<file path="config.mk">
export PLATFORM = sky130hd
export DESIGN_NAME = bitmap_block_allocator
export DESIGN_NICKNAME = d
export VERILOG_FILES = /design/src/hdl/bba_pkg.sv /design/src/hdl/bitmap_block_allocator.sv /design/src/hdl/bba_ctrl.sv /design/src/hdl/bba_dp.sv
export SDC_FILE = /design/constraint.sdc
export NUM_CORES = 2
export LEC_CHECK = 0
export BUFFER_PORTS_ARGS = -buffer_cell sky130_fd_sc_hd__buf_2
export CORE_UTILIZATION = 60
export DETAILED_ROUTE_END_ITERATION = 10
export GPL_ROUTABILITY_DRIVEN = 0
export MAX_ROUTING_LAYER = met4
export PLACE_DENSITY = 0.79
export SYNTH_ARGS = -nofsm -noshare
export SYNTH_HDL_FRONTEND = slang
export SYNTH_SLANG_ARGS = --single-unit
</file>
<file path="constraint.sdc">
create_clock -name i_clk -period 8.7 [get_ports i_clk]
set_clock_uncertainty 0.2 [all_clocks]
set_input_delay 1.305 -clock i_clk [delete_from_list [all_inputs] [get_ports i_clk]]
set_output_delay 1.305 -clock i_clk [all_outputs]
set_load 0.05 [all_outputs]
</file>
<file path="src/hdl/bba_pkg.sv">
// Package: shared types, constants and codes for the bitmap block allocator.
package bba_pkg;

    localparam int NUM_BLOCKS_DEF  = 1024;
    localparam int BLOCK_BYTES_DEF = 4096;
    localparam int WORD_BITS_DEF   = 32;

    localparam int ACT_W  = 2;
    localparam int ADDR_W = 22;
    localparam int LEN_W  = 11;
    localparam int ST_W   = 2;
    localparam int CNT_W  = 11;

    localparam logic [ACT_W-1:0] ACT_ALLOC = 2'd0;
    localparam logic [ACT_W-1:0] ACT_FREE  = 2'd1;
    localparam logic [ACT_W-1:0] ACT_TEST  = 2'd2;

    localparam logic [ST_W-1:0] ST_OK    = 2'd0;
    localparam logic [ST_W-1:0] ST_NOFIT = 2'd1;
    localparam logic [ST_W-1:0] ST_BAD   = 2'd2;

    localparam logic [0:0] REG_MANAGED = 1'b0;

    typedef enum logic [3:0] {
        S_IDLE,
        S_CHECK,
        S_FETCH,
        S_LATCH,
        S_SCAN,
        S_MARK,
        S_CLEAR,
        S_TEST,
        S_DONE
    } t_state;

    // controller -> datapath
    typedef struct packed {
        logic load;
        logic fetch;
        logic latch;
        logic scan_step;
        logic mark_step;
        logic clear_step;
        logic test_step;
        logic finish;
        logic push;
    } t_cmd;

    // datapath -> controller
    typedef struct packed {
        logic [ACT_W-1:0] action;
        logic             req_bad;
        logic             scan_found;
        logic             scan_end;
        logic             run_end;
        logic             word_last;
        logic             marking;
        logic             out_busy;
    } t_stat;

endpackage

</file>
<file path="src/hdl/bitmap_block_allocator.sv">
// Top level: bitmap first-fit block allocator with APB limit register.
//
//  channel | signals                                      | dir
//  in      | i_in_valid/o_in_ready, action,address,length | in
//  out     | o_out_valid/i_out_ready, status..free_count  | out
//  cfg     | psel penable pwrite paddr pwdata prdata      | in/out
//
// A bad request goes straight to the result; a test fetches and latches one word, then tests the bit.
// Free: each bitmap word touched is fetched and latched, then its blocks are cleared.
// Allocate: each word read is fetched, latched and scanned block by block; on a fit the run is marked.
// Reset: unwritten words read as all used, free count zero; no clearing pass.
// One request at a time; a held result stalls only the next request's result.
module bitmap_block_allocator import bba_pkg::*; #(
    parameter int NUM_BLOCKS  = NUM_BLOCKS_DEF,
    parameter int BLOCK_BYTES = BLOCK_BYTES_DEF,
    parameter int WORD_BITS   = WORD_BITS_DEF
) (
    input  logic              i_clk,
    input  logic              i_rst_n,
    input  logic              i_in_valid,
    output logic              o_in_ready,
    input  logic [ACT_W-1:0]  i_action,
    input  logic [ADDR_W-1:0] i_address,
    input  logic [LEN_W-1:0]  i_run_length,
    output logic              o_out_valid,
    input  logic              i_out_ready,
    output logic [ST_W-1:0]   o_status,
    output logic [ADDR_W-1:0] o_run_address,
    output logic              o_block_used,
    output logic [CNT_W-1:0]  o_free_count,
    input  logic              psel,
    input  logic              penable,
    input  logic              pwrite,
    input  logic [2:0]        paddr,
    input  logic [31:0]       pwdata,
    output logic [31:0]       prdata,
    output logic              pready
);

    t_cmd  cmd;
    t_stat stat;
    logic [LEN_W-1:0] r_managed;

    assign pready = 1'b1;
    assign prdata = (paddr[2] == REG_MANAGED) ? {21'd0, r_managed} : 32'd0;

    always_ff @(posedge i_clk) begin
        if (!i_rst_n) begin
            r_managed <= LEN_W'(1024);
        end else if (psel && penable && pwrite && paddr[2] == REG_MANAGED) begin
            r_managed <= pwdata[LEN_W-1:0];
        end
    end

    bba_ctrl u_ctrl (
        .i_clk(i_clk), .i_rst_n(i_rst_n),
        .i_in_valid(i_in_valid), .o_in_ready(o_in_ready),
        .i_stat(stat), .o_cmd(cmd)
    );

    bba_dp #(
        .NUM_BLOCKS(NUM_BLOCKS), .BLOCK_BYTES(BLOCK_BYTES), .WORD_BITS(WORD_BITS)
    ) u_dp (
        .i_clk(i_clk), .i_rst_n(i_rst_n),
        .i_cmd(cmd), .o_stat(stat), .i_managed(r_managed),
        .i_action(i_action), .i_address(i_address), .i_run_length(i_run_length),
        .o_out_valid(o_out_valid), .i_out_ready(i_out_ready),
        .o_status(o_status), .o_run_address(o_run_address),
        .o_block_used(o_block_used), .o_free_count(o_free_count)
    );

    a_used_ok: assert property (@(posedge i_clk) disable iff (!i_rst_n)
        o_out_valid && o_block_used |-> o_status == ST_OK)
        else $error("block_used set on a failed request");
    a_hold: assert property (@(posedge i_clk) disable iff (!i_rst_n)
        o_out_valid && !i_out_ready |=> o_out_valid && $stable(o_free_count))
        else $error("result changed while stalled");
    a_addr_zero: assert property (@(posedge i_clk) disable iff (!i_rst_n)
        o_out_valid && o_status != ST_OK |-> o_run_address == '0)
        else $error("nonzero address on failure");

endmodule

</file>
<file path="src/hdl/bba_ctrl.sv">
// Controller: sequences fetch, scan, mark, clear and test steps of one request.
module bba_ctrl import bba_pkg::*; (
    input  logic  i_clk,
    input  logic  i_rst_n,
    input  logic  i_in_valid,
    output logic  o_in_ready,
    input  t_stat i_stat,
    output t_cmd  o_cmd
);

    t_state r_state, n_state;

    always_ff @(posedge i_clk) begin
        if (!i_rst_n) begin
            r_state <= S_IDLE;
        end else begin
            r_state <= n_state;
        end
    end

    always_comb begin
        n_state = r_state;
        unique case (r_state)
            S_IDLE: begin
                if (i_in_valid) n_state = S_CHECK;
            end
            S_CHECK: begin
                if (i_stat.req_bad) n_state = S_DONE;
                else n_state = S_FETCH;
            end
            S_FETCH: n_state = S_LATCH;
            S_LATCH: begin
                case (i_stat.action)
                    ACT_ALLOC: n_state = i_stat.marking ? S_MARK : S_SCAN;
                    ACT_FREE:  n_state = S_CLEAR;
                    default:   n_state = S_TEST;
                endcase
            end
            S_SCAN: begin
                if (i_stat.scan_found) n_state = S_FETCH;
                else if (i_stat.scan_end) n_state = S_DONE;
                else if (i_stat.word_last) n_state = S_FETCH;
            end
            S_MARK: begin
                if (i_stat.run_end) n_state = S_DONE;
                else if (i_stat.word_last) n_state = S_FETCH;
            end
            S_CLEAR: begin
                if (i_stat.run_end) n_state = S_DONE;
                else if (i_stat.word_last) n_state = S_FETCH;
            end
            S_TEST:  n_state = S_DONE;
            S_DONE: begin
                if (!i_stat.out_busy) n_state = S_IDLE;
            end
            default: n_state = S_IDLE;
        endcase
    end

    always_comb begin
        o_cmd      = '0;
        o_in_ready = 1'b0;
        unique case (r_state)
            S_IDLE: begin
                o_in_ready = 1'b1;
                o_cmd.load = i_in_valid;
            end
            S_CHECK: o_cmd.finish = i_stat.req_bad;
            S_FETCH: o_cmd.fetch  = 1'b1;
            S_LATCH: o_cmd.latch  = 1'b1;
            S_SCAN: begin
                o_cmd.scan_step = 1'b1;
                o_cmd.finish    = i_stat.scan_end;
            end
            S_MARK:  o_cmd.mark_step  = 1'b1;
            S_CLEAR: o_cmd.clear_step = 1'b1;
            S_TEST:  o_cmd.test_step  = 1'b1;
            S_DONE:  o_cmd.push       = !i_stat.out_busy;
            default: ;
        endcase
    end

endmodule

</file>
<file path="src/hdl/bba_dp.sv">
// Datapath: bitmap memory, run scan counters, free count and result registers.
module bba_dp import bba_pkg::*; #(
    parameter int NUM_BLOCKS  = NUM_BLOCKS_DEF,
    parameter int BLOCK_BYTES = BLOCK_BYTES_DEF,
    parameter int WORD_BITS   = WORD_BITS_DEF
) (
    input  logic              i_clk,
    input  logic              i_rst_n,
    input  t_cmd              i_cmd,
    output t_stat             o_stat,
    input  logic [LEN_W-1:0]  i_managed,
    input  logic [ACT_W-1:0]  i_action,
    input  logic [ADDR_W-1:0] i_address,
    input  logic [LEN_W-1:0]  i_run_length,
    output logic              o_out_valid,
    input  logic              i_out_ready,
    output logic [ST_W-1:0]   o_status,
    output logic [ADDR_W-1:0] o_run_address,
    output logic              o_block_used,
    output logic [CNT_W-1:0]  o_free_count
);

    localparam int BSH   = $clog2(BLOCK_BYTES);
    localparam int BNW   = $clog2(NUM_BLOCKS + 1) + 1;
    localparam int BW    = (ADDR_W - BSH + 1 > BNW) ? ADDR_W - BSH + 1 : BNW;
    localparam int BIW   = $clog2(WORD_BITS);
    localparam int WORDS = (NUM_BLOCKS + WORD_BITS - 1) / WORD_BITS;
    localparam int WAW   = (WORDS > 1) ? $clog2(WORDS) : 1;
    localparam int LW    = BW + LEN_W + 1;

    // bitmap words; a word never written reads as all used
    logic [WORD_BITS-1:0] mem [WORDS];
    logic [WORDS-1:0]     r_wok;
    logic [WORD_BITS-1:0] r_rd, r_word, n_word;
    logic                 r_rd_ok;

    logic [ACT_W-1:0]  r_act;
    logic [BW-1:0]     r_blk, r_pos, r_cnt, r_end, r_limit;
    logic [LEN_W-1:0]  r_len;
    logic [CNT_W-1:0]  r_free;
    logic [ST_W-1:0]   r_status;
    logic [ADDR_W-1:0] r_raddr;
    logic              r_used;
    logic              r_found;
    logic              r_ovalid;
    logic [ST_W-1:0]   r_ostatus;
    logic [ADDR_W-1:0] r_oraddr;
    logic              r_oused;
    logic [CNT_W-1:0]  r_ofree;

    logic [BW-1:0]  n_limit, n_blk;
    logic [LW-1:0]  blk_ext, len_ext, lim_ext;
    logic [WAW-1:0] waddr;
    logic [BIW-1:0] bsel;
    logic           cur_bit, wr_en;
    logic [BW-1:0]  start;

    assign n_limit = ({{(BW-LEN_W){1'b0}}, i_managed} > BW'(NUM_BLOCKS)) ?
                     BW'(NUM_BLOCKS) : {{(BW-LEN_W){1'b0}}, i_managed};
    assign n_blk   = BW'(i_address >> BSH);
    assign blk_ext = LW'(r_blk);
    assign len_ext = LW'(r_len);
    assign lim_ext = LW'(r_limit);
    assign waddr   = r_pos[BIW +: WAW];
    assign bsel    = r_pos[BIW-1:0];
    assign cur_bit = r_word[bsel];
    assign start   = r_pos + BW'(1) - BW'(r_len);
    assign wr_en   = (i_cmd.mark_step || i_cmd.clear_step) &&
                     (o_stat.word_last || o_stat.run_end);

    always_comb begin
        n_word       = r_word;
        n_word[bsel] = i_cmd.mark_step;
    end

    always_comb begin
        o_stat.action     = r_act;
        o_stat.req_bad    = 1'b1;
        case (r_act)
            ACT_ALLOC: o_stat.req_bad = (r_len == '0) || (len_ext > lim_ext);
            ACT_FREE:  o_stat.req_bad = (r_len == '0) || (blk_ext + len_ext > lim_ext);
            ACT_TEST:  o_stat.req_bad = (r_blk >= r_limit);
            default:   o_stat.req_bad = 1'b1;
        endcase
        o_stat.scan_end   = (r_pos >= r_limit);
        o_stat.scan_found = !o_stat.scan_end && !cur_bit &&
                            (r_cnt + BW'(1) == BW'(r_len));
        o_stat.run_end    = (r_pos + BW'(1) == r_end);
        o_stat.word_last  = (bsel == BIW'(WORD_BITS - 1));
        o_stat.marking    = r_found;
        o_stat.out_busy   = r_ovalid && !i_out_ready;
    end

    always_ff @(posedge i_clk) begin
        if (wr_en) begin
            mem[waddr] <= n_word;
        end
        if (i_cmd.fetch) begin
            r_rd    <= mem[waddr];
            r_rd_ok <= r_wok[waddr];
        end
    end

    always_ff @(posedge i_clk) begin
        if (!i_rst_n) begin
            r_wok    <= '0;
            r_free   <= '0;
            r_ovalid <= 1'b0;
        end else begin
            if (i_cmd.load) begin
                r_act    <= i_action;
                r_blk    <= n_blk;
                r_len    <= i_run_length;
                r_limit  <= n_limit;
                r_pos    <= (i_action == ACT_ALLOC) ? '0 : n_blk;
                r_end    <= n_blk + BW'(i_run_length);
                r_cnt    <= '0;
                r_status <= ST_BAD;
                r_raddr  <= '0;
                r_used   <= 1'b0;
                r_found  <= 1'b0;
            end
            if (i_cmd.latch) begin
                r_word <= r_rd_ok ? r_rd : '1;
            end
            if (wr_en) begin
                r_wok[waddr] <= 1'b1;
            end
            if (i_cmd.finish) begin
                r_status <= o_stat.req_bad ? ST_BAD : ST_NOFIT;
            end
            if (i_cmd.scan_step) begin
                if (o_stat.scan_found) begin
                    r_pos    <= start;
                    r_end    <= r_pos + BW'(1);
                    r_status <= ST_OK;
                    r_raddr  <= ADDR_W'(start) << BSH;
                    r_free   <= r_free - CNT_W'(r_len);
                    r_found  <= 1'b1;
                end else if (!o_stat.scan_end) begin
                    r_cnt <= cur_bit ? '0 : r_cnt + BW'(1);
                    r_pos <= r_pos + BW'(1);
                end
            end
            if (i_cmd.mark_step) begin
                r_word <= n_word;
                r_pos  <= r_pos + BW'(1);
            end
            if (i_cmd.clear_step) begin
                r_status <= ST_OK;
                r_word   <= n_word;
                if (cur_bit) begin
                    r_free <= r_free + CNT_W'(1);
                end
                r_pos <= r_pos + BW'(1);
            end
            if (i_cmd.test_step) begin
                r_status <= ST_OK;
                r_used   <= cur_bit;
            end
            if (i_cmd.push) begin
                r_ovalid  <= 1'b1;
                r_ostatus <= r_status;
                r_oraddr  <= r_raddr;
                r_oused   <= r_used;
                r_ofree   <= r_free;
            end else if (i_out_ready) begin
                r_ovalid <= 1'b0;
            end
        end
    end

    assign o_out_valid   = r_ovalid;
    assign o_status      = r_ostatus;
    assign o_run_address = r_oraddr;
    assign o_block_used  = r_oused;
    assign o_free_count  = r_ofree;

endmodule
</file>
Yosys cells after proc, flatten, opt, wreduce, memory -nomap -nowiden --
Memories as Yosys holds them, arrays and structs flattened. A register that Yosys moved wholly into a read port is not among the register bits. Cells that the tools add are included.
Storage, ports and cells: flip-flop bits (word level) 225, logic and storage cells 159, bits in writable memories 1024, input bits 77, memories 1
Cells by class: reduce and logical (&&, ||, !) cells 31, bitwise logic cells 2, eq/ne operators 15, $lt $le $gt $ge 9, add/sub/neg operators 7, muxes and demuxes 71
Memory list:
- u_dp.mem | depth 32, bits a word 32, read ports 1, clocked after memory_dff 1, write ports 1, line bba_dp.sv:32 | logic [WORD_BITS-1:0] mem [WORDS];
Operators with widths (number):
- two-way mux 12 bit | 14
- two-way mux 32 bit | 4
- two-way mux 22 bit | 3
- two-way mux 11 bit | 5
- bitwise mux 32 bit | 1
- bitwise OR 32 bit | 1
- case mux 4 bit (8 select lines) | 1
- two-way mux 4 bit | 7
- adder 10 x 11 -> 12 bit | 2
- adder 12 x 1 -> 12 bit (second input constant) | 2
- > comparator 24 x 12 -> 1 bit | 1
- two-way mux 1 bit | 23
- == test 4 x 3 -> 1 bit (second input constant) | 4
- == test 12 x 11 -> 1 bit | 1
- == test 12 bit | 1
- >= comparator 10 x 12 -> 1 bit | 1
- >= comparator 12 bit | 1
- > comparator 11 x 12 -> 1 bit | 1
- less-than comparator 5 x 6 -> 1 bit (second input constant) | 2
- subtractor 12 x 11 -> 12 bit | 1
- adder 11 x 1 -> 11 bit (second input constant) | 1
- > comparator 11 bit (second input constant) | 1
- logical NOT 11 bit | 1
- subtractor 11 bit | 1
- 25 further kinds | 55

Depth between registers and ports, before layout --
depth in word-level cells 9, depth in mapped cells 18, mapped depth without buffers 18

Cells and area by module --
A second synthesis with hierarchy kept.
Unflattened totals: cell total of the unflattened synthesis 3122, area total of the unflattened synthesis 53845.4 um2
Modules (own cells, without submodules):
- bba_dp | area each 52719.3 um2, cells an instance 2980, sequential area each 37546.0 um2, times used 1
- bitmap_block_allocator | area each 706.9 um2, cells an instance 84, sequential area each 220.2 um2, times used 1
- bba_ctrl | area each 419.2 um2, cells an instance 58, sequential area each 80.1 um2, times used 1

Worst setup path before layout --
No wires, ideal clock.
kind reg-to-reg, from register u_ctrl.r_state[0], to register u_dp.r_act[0], enable pin, library setup time 425 ps, cell stages (with the launch flop) 7, arrival time 4481 ps, data required time 8075 ps, buffers on the path 3, slack 3594 ps, path through dfxtp_1 clkbuf_1 nor4_1 nand2_1 clkbuf_1 buf_1 nor2_1
Between the ends: word-level cells in the longest chain between the ends 3
Ends and longest elaborated chain:
- start: declaration | line bba_ctrl.sv:11 | t_state r_state, n_state;
- start signal: assignment | line bba_ctrl.sv:17 | r_state <= n_state;
- logical NOT 4 bit | line bba_ctrl.sv:63 | unique case (r_state)
- two-way mux 1 bit | line bba_ctrl.sv:63
- AND reduction 2 bit (no line)
- end signal: assignment | line bba_dp.sv:111 | r_act <= i_action;
- end: declaration | line bba_dp.sv:37 | logic [ACT_W-1:0] r_act;
Every way passes these cells. A chain may end at the register's enable or synchronous reset.

Worst setup path after layout --
from register u_dp.r_pos[1], to memory u_dp.mem[21][28] (netlist bit), enable pin
Between the ends: word-level cells in the longest chain between the ends 6, elaborated cells between the ends (all ways) 7, those cells by class 1 x add/sub; 2 x eq/ne; 2 x mux; 2 x reduce/logical
Ends and longest elaborated chain:
- start: declaration | line bba_dp.sv:38 | logic [BW-1:0] r_blk, r_pos, r_cnt, r_end, r_limit;
- start signal: assignment | line bba_dp.sv:115 | r_pos <= (i_action == ACT_ALLOC) ? '0 : n_blk;
- start signal: assignment | line bba_dp.sv:134 | r_pos <= start;
- start signal: assignment | line bba_dp.sv:142 | r_pos <= r_pos + BW'(1);
- adder 12 x 1 -> 12 bit | line bba_dp.sv:88 | o_stat.run_end = (r_pos + BW'(1) == r_end);
- == test 12 bit | line bba_dp.sv:88
- logical OR 1 bit (*) | line bba_dp.sv:69 | (o_stat.word_last || o_stat.run_end);
- logical AND 1 bit (*) | line bba_dp.sv:68 | assign wr_en = (i_cmd.mark_step || i_cmd.clear_step) &&
- two-way mux 1 bit (*) | line bba_dp.sv:95 | if (wr_en) begin
- two-way mux 1 bit (not written as such) (*) | line bba_dp.sv:96 | mem[waddr] <= n_word;
- end: declaration | line bba_dp.sv:32
Mark *: on every way between the ends. The rest lies on a longest branch, timed or not.

==> out/qor.txt <==
Req. time, crit path -> 8.84 ns
Status -> finished clean
I/O pins -> 148
Cell area after synthesis -> 53,500 um2
Clock Path Buffers -> 3
Final Cell Area -> 59,400 um2
Final Cycle Share -> 0.681
WHS -> 0.240 ns
GRT Total Usage -> 0.322
Final #Nets -> 3,375
Synth Area in Compound Gates -> 0.0591
Mux cell area share after synthesis -> 0.122
Syn. warnings -> 0
Wl on met1 -> 49,400 um
CTS clk-pin slew, worst paths -> 0.06 ns
Cell count after synthesis -> 3,105
Worst min path class -> reg -> reg
VDD IR max -> 0.217 mV
Slew headroom -> 0.201
Total Routed Length -> 141,000 um
Sw Ratio -> 0.255
Dpl cells -> 4,246
RSZ-0062 raised after global routing -> false
Placed Area -> 55,400 um2
DR WL/cell -> 31.4 um
DR iter-0 viols -> 4,654
Register area share after synthesis -> 0.707
Commonest non-fill, non-tap cell in the layout -> edfxtp_1
Main flop type after synthesis -> edfxtp_1
Reg area -> 37,800 um2
Initial antenna violation count -> 1
Initial cell density of the core -> 0.606
Detailed Routing Iterations Pass 1 -> 6
Fraction of registers with async set/reset -> 0
# H-tree levels -> 3
Peak Freq -> 169 MHz
Largest net degree at the start of global routing -> 126
Synth Area in Simple Gates -> 0.0557
Routed vias/inst -> 7.01
Largest family of logic cells by synthesized area -> multiplexers
HPWL after DPL -> 74,500 um
Latest clock arrival within the worst-skew pair -> 0.73 ns
Crit-path cells -> ha_1 > and3_1 > ha_1 > xnor2_1 > o2111ai_1 > nor3_1 > o2111ai_1 > nand4b_1 > a21o_1 > or3b_1 > nor2_4 > buf_4
Row cnt -> 109
Critical Path End Type -> flop
Area of the multi-input gates -> 14,900 um2
Switch Pwr -> 3650 uW
Slowest-stage cell, CP -> or3b_1
Max_cap viols -> 0
Tmin final -> 5.92 ns
Via Count -> 31,357
Setup WS post-layout -> 2.78 ns
Final hold vios -> 0
Worst path max stage delay -> 0.84 ns
Setup TNS -> 0 ns
Worst-Margin Slew -> 1.20 ns
Depth of the most critical reg-to-reg path -> 12
Synth Area per Inst -> 17.2 um2
Worst slack at placement -> 2.96 ns
EDFF count, synth -> 1,221
Met2 WL post-DR -> 68,900 um
Crit path from -> u_dp.r_pos[1]
Worst path depth -> 12
Die Span X -> 301 um
Total gr overflow -> 0
Sequential power share -> 0.489
Inserted Clock Buffers -> 120
Critical path endpoint -> u_dp.mem[21][28]
DR DRC count -> 0
Bufs and invs on worst path -> 1
CTS tree -> yes
Synth Area in XOR/XNOR -> 0.0112
Worst R2R End -> u_dp.mem[21][28]
Setup violators final -> 0
Layout cell share with drive strength beyond 1 -> 0.209
First-pass GRT wire length -> 204,000 um
Synth Area in Adders -> 0.0228
Fillers -> 5,510
Worst setup SP type -> flop
RR Startpoint -> u_dp.r_pos[1]
Die Y -> 301 um
Comb power frac -> 0.140
Root buffer cell -> clkbuf_16
Leak -> 0.0193 uW
Core outline area -> 88,400 um2
Synth Register Bits -> 1,280
Antenna Nets Post-Route -> 0
CP arrival -> 6.06 ns
Critical path fanouts, max -> 19
Max Used Layer -> met4
CP delay by family, top -> simple AND/OR/NAND/NOR gates
CTS sink count -> 1,280
Total die area -> 90,400 um2
R2R Setup Slk -> 2.78 ns
Fin. max-slew vios -> 0
Area Growth Syn to Fin -> 11.0%
Setup Fix Bufs, Post-CTS -> 0
Met3 WL -> 15,200 um
CP Class -> reg -> reg
CTS Hold Bufs -> 0
I/O Buffers -> 90
Vias in the first global route -> 31,101
Power Density -> 241 nW/um2
Fin cells -> 4,474
Cell-internal power -> 10,600 uW
Post-CTS resize count -> 0
Synth unique cells -> 83
Clk pwr share -> 0.370
Most frequent cells in the layout -> edfxtp_1, mux4_2, nand2_1, a22oi_1, clkbuf_16
-- worst min-delay path by stage --
stage / slack, ns / to / cells past startpoint / start
4_1_cts: 0.24 / u_dp.o_run_address[12] / 0 / u_dp.r_raddr[12]
6_report: 0.24 / u_dp.o_block_used / 0 / u_dp.r_used
3_5_place_dp: 0.23 / u_dp.o_block_used / 0 / u_dp.r_used
3_3_place_gp: 0.21 / u_dp.o_block_used / 0 / u_dp.r_used
5_1_grt: 0.25 / u_dp.o_block_used / 0 / u_dp.r_used
2_1_floorplan: 0.20 / u_dp.o_block_used / 0 / u_dp.r_used
-- flip-flops by register name, indices dropped and copies added, names as in the netlist, 12 cells and up --
name / cells
u_dp.r_raddr: 22
u_dp.r_rd: 32
u_dp.r_end: 12
u_dp.r_pos: 12
u_dp.r_wok: 32
u_dp.r_cnt: 12
u_dp.o_run_address: 22
u_dp.r_word: 32
u_dp.mem: 1024
-- per-stage QoR --
stage	total power [uW]	utilization
after floorplan	8500	-
after global placement	9010	0.627
after detailed placement	9070	0.627
after CTS	14300	0.672
after global routing	14700	0.672
final	14300	0.672
-- cell type report --
type	count	area share
tap	1165	0.0245
antenna	2	0.0000842
sequential	1280	0.637
clock inverter	76	0.0138
clock buffer	150	0.0531
timing repair buffer	152	0.0159
inverter	88	0.00556
multi-input combinational	1561	0.250
-- worst reg2reg max path, delay by kind of cell, from the launching register on --
kind	cells	cell delay [ns]
AND/OR/NAND/NOR	5	2.37
adder cells (fa/ha/maj)	2	0.92
flip-flops	1	0.75
AO/OA/AOI/OAI	3	0.57
buffers and inverters	1	0.55
XOR/XNOR	1	0.18
-- power by group through the flow --
stage	sequential [uW]	clock, uW	combinational, uW
final	7000	5290	2010
after global routing	7000	5540	2120
after CTS	6990	5320	1990
after detailed placement	7120	0	1950
after global placement	7110	0	1890
after floorplan	7080	0	1430
-- routing by layer --
metal,vias up,GRT usage
met4,0,0.143
met1,15844,0.408
met3,494,0.0635
met5,-,-
li1,12658,-
met2,2361,0.508
-- cells in the mapped netlist, types with 12 or more instances --
| cell | instances | area, um2 |
|---|---|---|
| edfxtp_1 | 1221 | 36700 |
| o21ai_0 | 71 | 355 |
| a211oi_1 | 18 | 135 |
| mux4_2 | 266 | 5990 |
| clkbuf_1 | 118 | 443 |
| nand2_1 | 142 | 533 |
| nor2_1 | 144 | 541 |
| xnor2_1 | 40 | 350 |
| a22oi_1 | 138 | 1040 |
| dfxtp_1 | 59 | 1180 |
| nor2b_1 | 44 | 275 |
| xor2_1 | 26 | 228 |
| a21oi_1 | 86 | 430 |
| mux2i_1 | 16 | 160 |
| a31oi_1 | 40 | 250 |
| buf_4 | 24 | 180 |
| buf_1 | 34 | 128 |
| nor3_1 | 40 | 200 |
| ha_1 | 91 | 1140 |
| nand2b_1 | 20 | 125 |
| a21o_1 | 14 | 105 |
| nand3_1 | 57 | 285 |
| and3_1 | 28 | 175 |
| nand4_1 | 49 | 307 |
| buf_2 | 17 | 85.1 |
| and2_1 | 12 | 75.1 |
| inv_1 | 87 | 327 |
| mux2_2 | 33 | 372 |
-- logic make-up after synthesis --
kind of cell | Yosys count
AND/OR/NAND/NOR | 593
buffers and inverters | 284
other | 2
AO/OA/AOI/OAI | 469
flip-flops | 1280
XOR/XNOR | 67
adder cells (fa/ha/maj) | 95
multiplexers | 315
Note: power is estimated with default switching activity, not from simulation.
